--- src/sv/bmpx_pkg.sv ---
// bmpx_pkg: shared types and constants for the bitmap lsb message extractor
// used by bmpx_pitch and bmp_lsb_message_extractor; no dependencies
`default_nettype none
package bmpx_pkg;

   // file walk phase
   typedef enum logic [1:0] {
      PH_HEADER,
      PH_PIXELS,
      PH_DONE
   } phase_type;

   // result status codes
   typedef enum logic [1:0] {
      ST_DATA,
      ST_BAD_FILE,
      ST_BAD_LENGTH,
      ST_EXHAUSTED
   } status_type;

   localparam int UsableW = 33;   // width * 3 for a positive 31-bit width
   localparam int PitchW  = 45;   // padded row length in bytes

   // header fields needed for the row geometry
   typedef struct packed {
      logic [31:0] width;
      logic [15:0] bpp;
   } geom_type;

   // row geometry returned to the walker
   typedef struct packed {
      logic [UsableW-1:0] usable;
      logic [PitchW-1:0]  pitch;
   } row_type;

   localparam logic [15:0] TypeMagic   = 16'h4D42;
   localparam logic [31:0] MinOffset   = 32'd30;
   localparam logic [5:0]  LenBits     = 6'd32;
   localparam logic [30:0] MaxLenReset = 31'd1000000;

   // header byte positions, little endian fields
   localparam logic [31:0] PosTypeLo   = 32'd0;
   localparam logic [31:0] PosTypeHi   = 32'd1;
   localparam logic [31:0] PosOffsetLo = 32'd10;
   localparam logic [31:0] PosOffsetHi = 32'd13;
   localparam logic [31:0] PosWidthLo  = 32'd18;
   localparam logic [31:0] PosWidthHi  = 32'd21;
   localparam logic [31:0] PosHeightLo = 32'd22;
   localparam logic [31:0] PosHeightHi = 32'd25;
   localparam logic [31:0] PosBppLo    = 32'd28;
   localparam logic [31:0] PosBppHi    = 32'd29;

endpackage
`default_nettype wire

--- src/sv/bmpx_pitch.sv ---
// bmpx_pitch: usable bytes per row and padded row pitch from the header fields
// two register stages around the bits-per-pixel multiply; uses bmpx_pkg
`default_nettype none
module bmpx_pitch (
   input  logic               clock,
   input  bmpx_pkg::geom_type geom,
   output bmpx_pkg::row_type  row
);

   localparam logic [47:0] RoundAdd = 48'd31;   // round up to a 32-bit word

   logic [30:0]                    width_pos;
   logic [bmpx_pkg::UsableW-1:0]   usable_ff, usable_in;
   logic [46:0]                    prod_ff, prod_in;
   logic [47:0]                    round_sum;
   logic [bmpx_pkg::PitchW-1:0]    pitch_raw;
   logic [bmpx_pkg::PitchW-1:0]    usable_wide;
   logic [bmpx_pkg::PitchW-1:0]    pitch_ff, pitch_in;

   // negative width leaves no usable bytes
   assign width_pos = geom.width[31] ? 31'd0 : geom.width[30:0];
   assign usable_in = {2'b00, width_pos} + {1'b0, width_pos, 1'b0};
   assign prod_in   = 47'(geom.bpp) * 47'(width_pos);

   assign round_sum   = {1'b0, prod_ff} + RoundAdd;
   assign pitch_raw   = {round_sum[47:5], 2'b00};
   assign usable_wide = {{(bmpx_pkg::PitchW - bmpx_pkg::UsableW){1'b0}}, usable_ff};
   // a short pitch is raised so used bytes of rows never overlap
   assign pitch_in    = (pitch_raw < usable_wide) ? usable_wide : pitch_raw;

   always_ff @(posedge clock) begin
      usable_ff <= usable_in;
      prod_ff   <= prod_in;
      pitch_ff  <= pitch_in;
   end

   assign row.usable = usable_ff;
   assign row.pitch  = pitch_ff;

endmodule
`default_nettype wire

--- src/sv/bmp_lsb_message_extractor.sv ---
// bmp_lsb_message_extractor: top level, recovers an lsb-hidden message from a bitmap
// uses bmpx_pkg and bmpx_pitch
//
// usage:
//  - req channel: one file byte per item with an end_of_file flag on the final byte.
//    items are accepted on req_valid high and req_stall low.
//  - rsp channel: at most one item per file byte: a message byte, last_byte on the
//    final item of a file, and a status (data, bad file, bad length, exhausted).
//    taken on rsp_valid high and rsp_stall low.
//  - csr channel: writes the maximum message length (31 bits); csr_ready is always
//    high. write only while the block is idle.
//  - an accepted item is held in the input register; its result is written to the
//    output register when the item leaves it. throughput is one byte per cycle while
//    rsp is not stalled, set by the single register pair around the per-byte update logic.
//  - the row pitch comes from the bits-per-pixel field through the product and pitch
//    registers of bmpx_pitch, and settles before it is first needed on the third pixel byte.
//  - reset clears the walk state and sets the maximum length to 1000000.
//  - while rsp is stalled with a result held, one more byte is taken into the
//    input register; then req_stall rises until the output register drains.
`default_nettype none
module bmp_lsb_message_extractor (
   input  logic        clock,
   input  logic        reset,
   input  logic        req_valid,
   output logic        req_stall,
   input  logic [7:0]  req_file_byte,
   input  logic        req_end_of_file,
   output logic        rsp_valid,
   input  logic        rsp_stall,
   output logic [7:0]  rsp_message_byte,
   output logic        rsp_last_byte,
   output logic [1:0]  rsp_status,
   input  logic        csr_valid,
   output logic        csr_ready,
   input  logic [30:0] csr_max_message_length
);

   localparam int PW = bmpx_pkg::PitchW;

   // input register
   logic       in_valid_ff, in_valid_in;
   logic [7:0] in_byte_ff;
   logic       in_eof_ff;
   logic       req_accept;
   logic       fire;

   // walk state
   bmpx_pkg::phase_type phase_ff, phase_in, phase_core;
   logic [31:0]   pos_ff, pos_in;
   logic [PW-1:0] byte_row_ff, byte_row_in;
   logic [31:0]   rows_ff, rows_in;
   logic [5:0]    len_seen_ff, len_seen_in;
   logic [31:0]   len_ff, len_in;
   logic [7:0]    chr_ff, chr_in;
   logic [2:0]    chr_idx_ff, chr_idx_in;
   logic [31:0]   chars_ff, chars_in;
   logic [30:0]   max_len_ff;

   // header fields
   logic [7:0]  first_ff, first_in;
   logic [31:0] offset_ff, offset_in;
   logic [31:0] width_ff, width_in;
   logic [31:0] height_ff, height_in;
   logic [15:0] bpp_ff, bpp_in;

   bmpx_pkg::geom_type geom;
   bmpx_pkg::row_type  row;

   // decode helpers
   logic [1:0]    lane_ofs, lane_wid, lane_hgt;
   logic          lane_bpp;
   logic [31:0]   hgt_raw, hgt_mag;
   logic          type_bad, ofs_bad, pix_start, geom_ok, pix_active;
   logic [PW-1:0] usable_wide, byte_next;
   logic          in_use, last_use, last_row, exhausted, row_wrap;
   logic [31:0]   len_full;
   logic          len_last, len_bad;
   logic [7:0]    chr_val;
   logic [31:0]   chars_next;
   logic          msg_done;

   // per-byte result before and after the end-of-file rules
   logic                 core_valid, core_last;
   logic [7:0]           core_msg;
   bmpx_pkg::status_type core_status;
   logic                 res_valid, res_last;
   logic [7:0]           res_msg;
   bmpx_pkg::status_type res_status;

   // output register
   logic                 rsp_valid_ff;
   logic [7:0]           rsp_byte_ff;
   logic                 rsp_last_ff;
   bmpx_pkg::status_type rsp_status_ff;

   // ---------------- handshakes ----------------
   assign fire        = in_valid_ff && (!rsp_valid_ff || !rsp_stall);
   assign req_stall   = in_valid_ff && !fire;
   assign req_accept  = req_valid && !req_stall;
   assign in_valid_in = req_accept ? 1'b1 : (fire ? 1'b0 : in_valid_ff);
   assign csr_ready   = 1'b1;

   always_ff @(posedge clock) begin
      if (reset) begin
         in_valid_ff <= 1'b0;
      end else begin
         in_valid_ff <= in_valid_in;
      end
      if (req_accept) begin
         in_byte_ff <= req_file_byte;
         in_eof_ff  <= req_end_of_file;
      end
   end

   always_ff @(posedge clock) begin
      if (reset) begin
         max_len_ff <= bmpx_pkg::MaxLenReset;
      end else if (csr_valid && csr_ready) begin
         max_len_ff <= csr_max_message_length;
      end
   end

   // ---------------- row geometry ----------------
   assign geom.width = width_ff;
   assign geom.bpp   = bpp_ff;

   bmpx_pitch u_pitch (
      .clock (clock),
      .geom  (geom),
      .row   (row)
   );

   // ---------------- decode ----------------
   assign lane_ofs = pos_ff[1:0] - bmpx_pkg::PosOffsetLo[1:0];
   assign lane_wid = pos_ff[1:0] - bmpx_pkg::PosWidthLo[1:0];
   assign lane_hgt = pos_ff[1:0] - bmpx_pkg::PosHeightLo[1:0];
   assign lane_bpp = pos_ff[0] ^ bmpx_pkg::PosBppLo[0];

   // height is kept as a magnitude; the most negative value becomes 2^31
   assign hgt_raw = {in_byte_ff, height_ff[23:0]};
   assign hgt_mag = hgt_raw[31] ? (~hgt_raw + 32'd1) : hgt_raw;

   assign type_bad  = (pos_ff == bmpx_pkg::PosTypeHi) &&
                      ({in_byte_ff, first_ff} != bmpx_pkg::TypeMagic);
   assign ofs_bad   = (pos_ff == bmpx_pkg::PosOffsetHi) &&
                      ({in_byte_ff, offset_ff[23:0]} < bmpx_pkg::MinOffset);
   assign pix_start = (pos_ff >= bmpx_pkg::MinOffset) && (pos_ff == offset_ff);
   assign geom_ok   = (row.usable != '0) && (height_ff != 32'd0);

   assign pix_active = fire && ((phase_ff == bmpx_pkg::PH_PIXELS) ||
                                ((phase_ff == bmpx_pkg::PH_HEADER) && pix_start && geom_ok));

   assign usable_wide = {{(PW - bmpx_pkg::UsableW){1'b0}}, row.usable};
   assign byte_next   = byte_row_ff + {{(PW - 1){1'b0}}, 1'b1};
   assign in_use      = byte_row_ff < usable_wide;
   assign last_use    = byte_next == usable_wide;
   assign last_row    = ({1'b0, rows_ff} + 33'd1) >= {1'b0, height_ff};
   assign exhausted   = in_use && last_use && last_row;
   // pitch is at least 3, and is only settled from the third pixel byte on
   assign row_wrap    = (byte_row_ff >= 45'd2) && (byte_next >= row.pitch);

   assign len_full = len_ff | (32'(in_byte_ff[0]) << len_seen_ff[4:0]);
   assign len_last = len_seen_ff == (bmpx_pkg::LenBits - 6'd1);
   assign len_bad  = (len_full == 32'd0) || len_full[31] || (len_full[30:0] > max_len_ff);

   assign chr_val    = chr_ff | (8'(in_byte_ff[0]) << chr_idx_ff);
   assign chars_next = chars_ff + 32'd1;
   assign msg_done   = chars_next == len_ff;

   // ---------------- per-byte datapath ----------------
   always_comb begin
      first_in    = first_ff;
      offset_in   = offset_ff;
      width_in    = width_ff;
      height_in   = height_ff;
      bpp_in      = bpp_ff;
      pos_in      = pos_ff;
      byte_row_in = byte_row_ff;
      rows_in     = rows_ff;
      len_seen_in = len_seen_ff;
      len_in      = len_ff;
      chr_in      = chr_ff;
      chr_idx_in  = chr_idx_ff;
      chars_in    = chars_ff;
      core_valid  = 1'b0;
      core_last   = 1'b0;
      core_msg    = 8'd0;
      core_status = bmpx_pkg::ST_DATA;

      if (fire && (phase_ff == bmpx_pkg::PH_HEADER)) begin
         pos_in = pos_ff + 32'd1;
         case (pos_ff) inside
            bmpx_pkg::PosTypeLo: begin
               first_in = in_byte_ff;
            end
            [bmpx_pkg::PosOffsetLo : bmpx_pkg::PosOffsetHi]: begin
               offset_in[8*lane_ofs +: 8] = in_byte_ff;
            end
            [bmpx_pkg::PosWidthLo : bmpx_pkg::PosWidthHi]: begin
               width_in[8*lane_wid +: 8] = in_byte_ff;
            end
            bmpx_pkg::PosHeightHi: begin
               height_in = hgt_mag;
            end
            [bmpx_pkg::PosHeightLo : bmpx_pkg::PosHeightHi]: begin
               height_in[8*lane_hgt +: 8] = in_byte_ff;
            end
            [bmpx_pkg::PosBppLo : bmpx_pkg::PosBppHi]: begin
               bpp_in[8*lane_bpp +: 8] = in_byte_ff;
            end
            default: ;
         endcase
         if (type_bad || ofs_bad) begin
            core_valid  = 1'b1;
            core_last   = 1'b1;
            core_status = bmpx_pkg::ST_BAD_FILE;
         end else if (pix_start && !geom_ok) begin
            core_valid  = 1'b1;
            core_last   = 1'b1;
            core_status = bmpx_pkg::ST_EXHAUSTED;
         end
      end

      if (pix_active) begin
         if (in_use) begin
            if (!len_seen_ff[5]) begin
               // still gathering the 32-bit length
               len_in      = len_full;
               len_seen_in = len_seen_ff + 6'd1;
               if (len_last && len_bad) begin
                  core_valid  = 1'b1;
                  core_last   = 1'b1;
                  core_status = bmpx_pkg::ST_BAD_LENGTH;
               end else if (exhausted) begin
                  core_valid  = 1'b1;
                  core_last   = 1'b1;
                  core_status = bmpx_pkg::ST_EXHAUSTED;
               end
            end else begin
               chr_idx_in = chr_idx_ff + 3'd1;
               if (chr_idx_ff == 3'd7) begin
                  chr_in     = 8'd0;
                  chars_in   = chars_next;
                  core_valid = 1'b1;
                  core_msg   = chr_val;
                  if (msg_done) begin
                     core_last = 1'b1;
                  end else if (exhausted) begin
                     core_last   = 1'b1;
                     core_status = bmpx_pkg::ST_EXHAUSTED;
                  end
               end else begin
                  chr_in = chr_val;
                  if (exhausted) begin
                     core_valid  = 1'b1;
                     core_last   = 1'b1;
                     core_msg    = chr_val;
                     core_status = bmpx_pkg::ST_EXHAUSTED;
                  end
               end
            end
         end
         if (row_wrap) begin
            byte_row_in = '0;
            rows_in     = rows_ff + 32'd1;
         end else begin
            byte_row_in = byte_next;
         end
      end
   end

   // ---------------- phase next state ----------------
   always_comb begin
      phase_core = phase_ff;
      if (fire) begin
         unique case (phase_ff)
            bmpx_pkg::PH_HEADER: begin
               if (core_valid && core_last) begin
                  phase_core = bmpx_pkg::PH_DONE;
               end else if (pix_start) begin
                  phase_core = bmpx_pkg::PH_PIXELS;
               end
            end
            bmpx_pkg::PH_PIXELS: begin
               if (core_valid && core_last) begin
                  phase_core = bmpx_pkg::PH_DONE;
               end
            end
            bmpx_pkg::PH_DONE: begin
               phase_core = bmpx_pkg::PH_DONE;
            end
            default: begin
               phase_core = bmpx_pkg::PH_HEADER;
            end
         endcase
      end
      phase_in = (fire && in_eof_ff) ? bmpx_pkg::PH_HEADER : phase_core;
   end

   // ---------------- result with end-of-file rules ----------------
   always_comb begin
      res_valid  = core_valid;
      res_last   = core_last;
      res_msg    = core_msg;
      res_status = core_status;
      if (fire && in_eof_ff) begin
         if (!core_valid && (phase_core != bmpx_pkg::PH_DONE)) begin
            res_valid = 1'b1;
            res_last  = 1'b1;
            res_msg   = 8'd0;
            if ((phase_core == bmpx_pkg::PH_HEADER) && (pos_ff < bmpx_pkg::PosBppHi)) begin
               res_status = bmpx_pkg::ST_BAD_FILE;
            end else if ((phase_core == bmpx_pkg::PH_HEADER) || !len_seen_in[5]) begin
               res_status = bmpx_pkg::ST_EXHAUSTED;
            end else begin
               res_status = bmpx_pkg::ST_EXHAUSTED;
               res_msg    = chr_in;
            end
         end else if (core_valid && !core_last) begin
            // a data byte cut off by the end of file
            res_last   = 1'b1;
            res_status = bmpx_pkg::ST_EXHAUSTED;
         end
      end
   end

   // ---------------- state registers ----------------
   always_ff @(posedge clock) begin
      if (reset || (fire && in_eof_ff)) begin
         phase_ff    <= bmpx_pkg::PH_HEADER;
         pos_ff      <= 32'd0;
         byte_row_ff <= '0;
         rows_ff     <= 32'd0;
         len_seen_ff <= 6'd0;
         len_ff      <= 32'd0;
         chr_ff      <= 8'd0;
         chr_idx_ff  <= 3'd0;
         chars_ff    <= 32'd0;
      end else begin
         phase_ff    <= phase_in;
         pos_ff      <= pos_in;
         byte_row_ff <= byte_row_in;
         rows_ff     <= rows_in;
         len_seen_ff <= len_seen_in;
         len_ff      <= len_in;
         chr_ff      <= chr_in;
         chr_idx_ff  <= chr_idx_in;
         chars_ff    <= chars_in;
      end
   end

   // header fields are rewritten by every file before use
   always_ff @(posedge clock) begin
      first_ff  <= first_in;
      offset_ff <= offset_in;
      width_ff  <= width_in;
      height_ff <= height_in;
      bpp_ff    <= bpp_in;
   end

   // ---------------- output register ----------------
   always_ff @(posedge clock) begin
      if (reset) begin
         rsp_valid_ff <= 1'b0;
      end else if (fire) begin
         rsp_valid_ff <= res_valid;
      end else if (!rsp_stall) begin
         rsp_valid_ff <= 1'b0;
      end
      if (fire && res_valid) begin
         rsp_byte_ff   <= res_msg;
         rsp_last_ff   <= res_last;
         rsp_status_ff <= res_status;
      end
   end

   assign rsp_valid        = rsp_valid_ff;
   assign rsp_message_byte = rsp_byte_ff;
   assign rsp_last_byte    = rsp_last_ff;
   assign rsp_status       = rsp_status_ff;

   // ---------------- assertions ----------------
   a_error_is_last: assert property (@(posedge clock) disable iff (reset)
      (rsp_valid_ff && (rsp_status_ff != bmpx_pkg::ST_DATA)) |-> rsp_last_ff)
      else $error("error result without last_byte");

   a_pixels_geom: assert property (@(posedge clock) disable iff (reset)
      (phase_ff == bmpx_pkg::PH_PIXELS) |-> ((row.usable != '0) && (height_ff != 32'd0)))
      else $error("pixel walk with empty geometry");

   a_input_held: assert property (@(posedge clock) disable iff (reset)
      (in_valid_ff && !fire) |=> (in_valid_ff && $stable(in_byte_ff) && $stable(in_eof_ff)))
      else $error("held input item lost or changed");

   a_len_count: assert property (@(posedge clock) disable iff (reset)
      len_seen_ff <= bmpx_pkg::LenBits)
      else $error("length bit count overran");

endmodule
`default_nettype wire

--- config.mk ---
export PLATFORM = sky130hd
export DESIGN_NAME = bmp_lsb_message_extractor
export DESIGN_NICKNAME = d
export VERILOG_FILES = /design/src/sv/bmpx_pkg.sv /design/src/sv/bmpx_pitch.sv /design/src/sv/bmp_lsb_message_extractor.sv
export SDC_FILE = /design/constraint.sdc
export NUM_CORES = 2
export LEC_CHECK = 0
export ABC_AREA = 1
export BUFFER_PORTS_ARGS = -buffer_cell sky130_fd_sc_hd__buf_2
export CAP_MARGIN = 0
export CORE_ASPECT_RATIO = 1.1
export CORE_MARGIN = 1
export CORE_UTILIZATION = 28
export CTS_BUF_LIST = sky130_fd_sc_hd__clkbuf_8
export DETAILED_ROUTE_END_ITERATION = 7
export PLACE_DENSITY = 0.46
export SYNTH_ARGS = -nofsm -noshare
export SYNTH_HDL_FRONTEND = slang
export SYNTH_HIERARCHICAL = 1
export SYNTH_SLANG_ARGS = --single-unit
--- constraint.sdc ---
create_clock -name clock -period 7.7 [get_ports clock]
set_input_delay 1.155 -clock clock [delete_from_list [all_inputs] [get_ports clock]]
set_output_delay 1.155 -clock clock [all_outputs]
set_load 0.005 [all_outputs]
==> summary.md <==
Worst setup path
• **Critical Path Source Type** flip-flop
• **element type at the critical path end** flip-flop
• **slowest stage cell, crit path** sky130_fd_sc_hd__fa_1
• **classification of the worst setup path** reg -> reg
• **Worst Path Max Fanout** 13
• **slowest cell delay on critical path** 0.65 ns
• **Worst R2R Setup Slack** 0.31 ns
• **data arrival time of the worst path** 8.07 ns
• **data required time at the worst endpoint** 8.39 ns
• **crit path cell chain** inv_1, nand2_1, inv_1, nand2_1, fa_1, inv_1, fa_1, fa_1, fa_1, fa_1, inv_1, fa_1, inv_1, ha_1, nand2_1, nor2_1, inv_1, nor2_1, and3_1, nand3_1, nand3_1, xor2_1

STA
• **Final Hold Violating Endpoints** 0
• **Setup violations, final** 0
• **Final Skew** 0.05414 ns
• **maximum operating frequency** 135.4 MHz
• **RSZ-0062 raised after global routing** false
• **setup total negative slack** 0 ns
• **transition time of the tightest slew-check pin** 1.263 ns
• **max-slew violations** 0
• **final hold slack** 0.4665 ns
• **crit path time final** 7.386 ns
• **slew margin rel.** 15.16%
• **final period utilization** 95.92%

Routing
• **drt first pass iters** 5
• **detailed-route via count** 42,440
• **mean routed wirelength per cell** 19.36 um
• **DRC viols** 0
• **average via count per standard cell** 4.789
• **number of DRC violations after detailed-routing iteration 0** 2,793
• **count of antenna-violating nets left after detailed routing** 0
• **drt total wl** 171.6 mm

Floorplanning
• **cell row count** 157
• **floorplan die area** 169,200 um2
• **Initial Util** 28.19%
• **top-level port count** 59
• **x dimension of the die** 392.3 um
• **vertical die dimension** 431.3 um
• **Core Box Area** 166,400 um2

Yosys
• **adder and majority gate portion of the synthesized area** 26.27%
• **Syn Nets** 7,266
• **cell count after synthesis** 6,479
• **number of flip-flops and latches in the synthesized netlist** 490
• **area share of the leading cell type in the synthesized netlist** 17.28%
• **YS warnings** 6
• **Yosys top cell by area** sky130_fd_sc_hd__fa_1
• **average cell area after synthesis** 7.240 um2
• **combined area of all synthesized cells** 46,910 um2
• **commonest cells in the netlist** sky130_fd_sc_hd__nand2_1, sky130_fd_sc_hd__inv_1, sky130_fd_sc_hd__nor2_1
• **synthesized-area fraction occupied by and/or/nand/nor cells** 27.19%
• **leading post-synthesis cells by cell area** sky130_fd_sc_hd__fa_1, sky130_fd_sc_hd__dfxtp_1, sky130_fd_sc_hd__nand2_1
• **most frequently used flop master after synthesis** sky130_fd_sc_hd__dfxtp_1
• **top-count cell post-synth** sky130_fd_sc_hd__nand2_1
• **xor-xnor portion of the synthesized cell area** 3.177%
• **proportion of synthesized area in mux cells** 0%
• **synthesized-area fraction occupied by ao, oa, aoi and oai cells** 8.848%
• **portion of the post-synthesis area used by sequential elements** 23.90%
• **number of distinct library cell variants in the gate-level netlist after synthesis** 65
• **main combinational cell family by area after synthesis** simple AND/OR/NAND/NOR gates
• **count of flip-flops with a built-in enable after synthesis** 140
• **ys async rst share** 0%

Clock network
• **number of hold buffers added after CTS** 0
• **Post-CTS Resized** 0
• **Skew-Pair Late Insertion Delay** 0.79 ns
• **Reg clk slew, reported paths** 0.06 ns
• **CTS root buf** sky130_fd_sc_hd__clkbuf_8
• **CTS buffer count** 93
• **deepest level of the CTS H-tree** 3
• **TritonCTS clock tree** done
• **Post-CTS Setup Repair Bufs** 0
• **Clock Tree Buf Depth** 3
• **clk sinks** 490

Placed design
• **routability-driven placement congestion ratio** 0.9473
• **number of buffer cells added on primary ports** 57
• **DPL Wire Length** 140.9 mm

Layout
• **area occupied by registers** 11,210 um2
• **total area of multi-input combinational cells** 30,740 um2
• **area added between synthesis and finish** 10.74%
• **number of nets in the layout** 7,353
• **number of fill cells in the layout** 18,200
• **fraction of final layout cells with drive strength greater than 1** 5.772%

Power
• **power density over the cells** 106.7 nW/um2
• **largest vdd supply drop** 0.0001115 V
• **reported leakage power** 23.84 nW

Global route
• **via count of the first global-routing pass** 42,830
• **wire length of the first global-routing pass** 261.7 mm
• **Tot GR Track Use** 20.38%
• **GR Overflow Total** 0
• **largest net degree at the start of global routing** 94
• **number of antenna violations at the first check in global routing** 5

Flow run
• **Max-cap violations** 0

Worst hold path
• **Hold Path Class** reg -> reg

Run status
• **status** complete, no violations

layer usage:
metal	vias up	global-route usage, %	part of all wire, %
met1	20370	26.40	44
met3	254	2.340	4.8
li1	20710	-	-
met5	-	0	0
met4	0	6.359	3.1
met2	1113	35.13	48
cells in the final DEF, fill, tap and decap left out, types with 18 or more instances in the layout:
cell	count
sky130_fd_sc_hd__nand4_1	134
sky130_fd_sc_hd__clkbuf_8	101
sky130_fd_sc_hd__dfxtp_1	350
sky130_fd_sc_hd__a211oi_1	35
sky130_fd_sc_hd__o21ai_0	248
sky130_fd_sc_hd__a21o_1	19
sky130_fd_sc_hd__a31oi_1	19
sky130_fd_sc_hd__nand3_1	331
sky130_fd_sc_hd__inv_1	1133
sky130_fd_sc_hd__nor2_2	22
sky130_fd_sc_hd__a21oi_1	356
sky130_fd_sc_hd__xnor2_1	50
sky130_fd_sc_hd__clkinv_1	29
sky130_fd_sc_hd__nor2_4	18
sky130_fd_sc_hd__ha_1	337
sky130_fd_sc_hd__nand2_1	1491
sky130_fd_sc_hd__nand2_2	18
sky130_fd_sc_hd__nor2_1	819
sky130_fd_sc_hd__fa_1	405
sky130_fd_sc_hd__buf_4	99
sky130_fd_sc_hd__xor2_1	115
sky130_fd_sc_hd__edfxtp_1	140
sky130_fd_sc_hd__buf_2	57
sky130_fd_sc_hd__nor3_1	90
sky130_fd_sc_hd__nor4_1	38
path summary, 6_finish.rpt:
check	from	endpoint	cells after the start
max	width_ff[31]$_DFFE_PP_	u_pitch/prod_ff[40]$_DFF_P_	22
min	max_len_ff[11]$_SDFFE_PP0P_	max_len_ff[11]$_SDFFE_PP0P_	2
max reg2reg	width_ff[31]$_DFFE_PP_	u_pitch/prod_ff[40]$_DFF_P_	22
min reg2reg	max_len_ff[11]$_SDFFE_PP0P_	max_len_ff[11]$_SDFFE_PP0P_	2
power by group:
part           switching (mW)  internal [mW]  total [mW]
sequential             0.0114           2.67        2.68
combinational           0.141         0.0519       0.193
clock                    1.24           1.42        2.66
total                    1.39           4.15        5.54
layout make-up:
type,instances,area share (%)
Multi-Input combinational cell,4681,59.18
Sequential cell,490,21.58
Inverter,1144,8.267
Tap cell,2226,5.362
Clock buffer,101,2.676
Timing Repair Buffer,156,1.980
Clock inverter,63,0.9442
Antenna cell,2,0.009635
metrics by stage:
step	util (%)	setup slack (ns)	instance area (um2)	total power [mW]	instances
detailed placement	30.09	0.3746	50060	2.931	8697
finish	31.22	0.3140	51940	5.540	8863
global route	31.22	0.04817	51940	5.769	8862
CTS	31.22	0.3408	51940	5.647	8861
floorplan	-	1.641	46910	2.843	6479
global placement	30.09	0.3433	50060	2.930	8697
critical path: cells and delay by family (launching register included):
family,cells,cell delay [ns]
xor gates and xnor gates,1,0.18
adders and majority gates,7,3.68
buffers and inverters,6,1.33
DFF,1,0.37
and+or+nand+nor,8,1.70
logic make-up after synthesis:
| logic type | count (synthesis) |
|---|---|
| other | 1 |
| and+or+nand+nor | 3017 |
| buffers and inverters | 1308 |
| DFF | 490 |
| AOI/OAI and AO/OA | 754 |
| xor gates and xnor gates | 167 |
| adders and majority gates | 742 |
sequential cells by signal, indices dropped and copies added (netlist names), 33 cells and up:
name / count
u_pitch/pitch_ff: 45
byte_row_ff: 45
u_pitch/usable_ff: 33
u_pitch/prod_ff: 47
(Power assumes the default switching activity.)
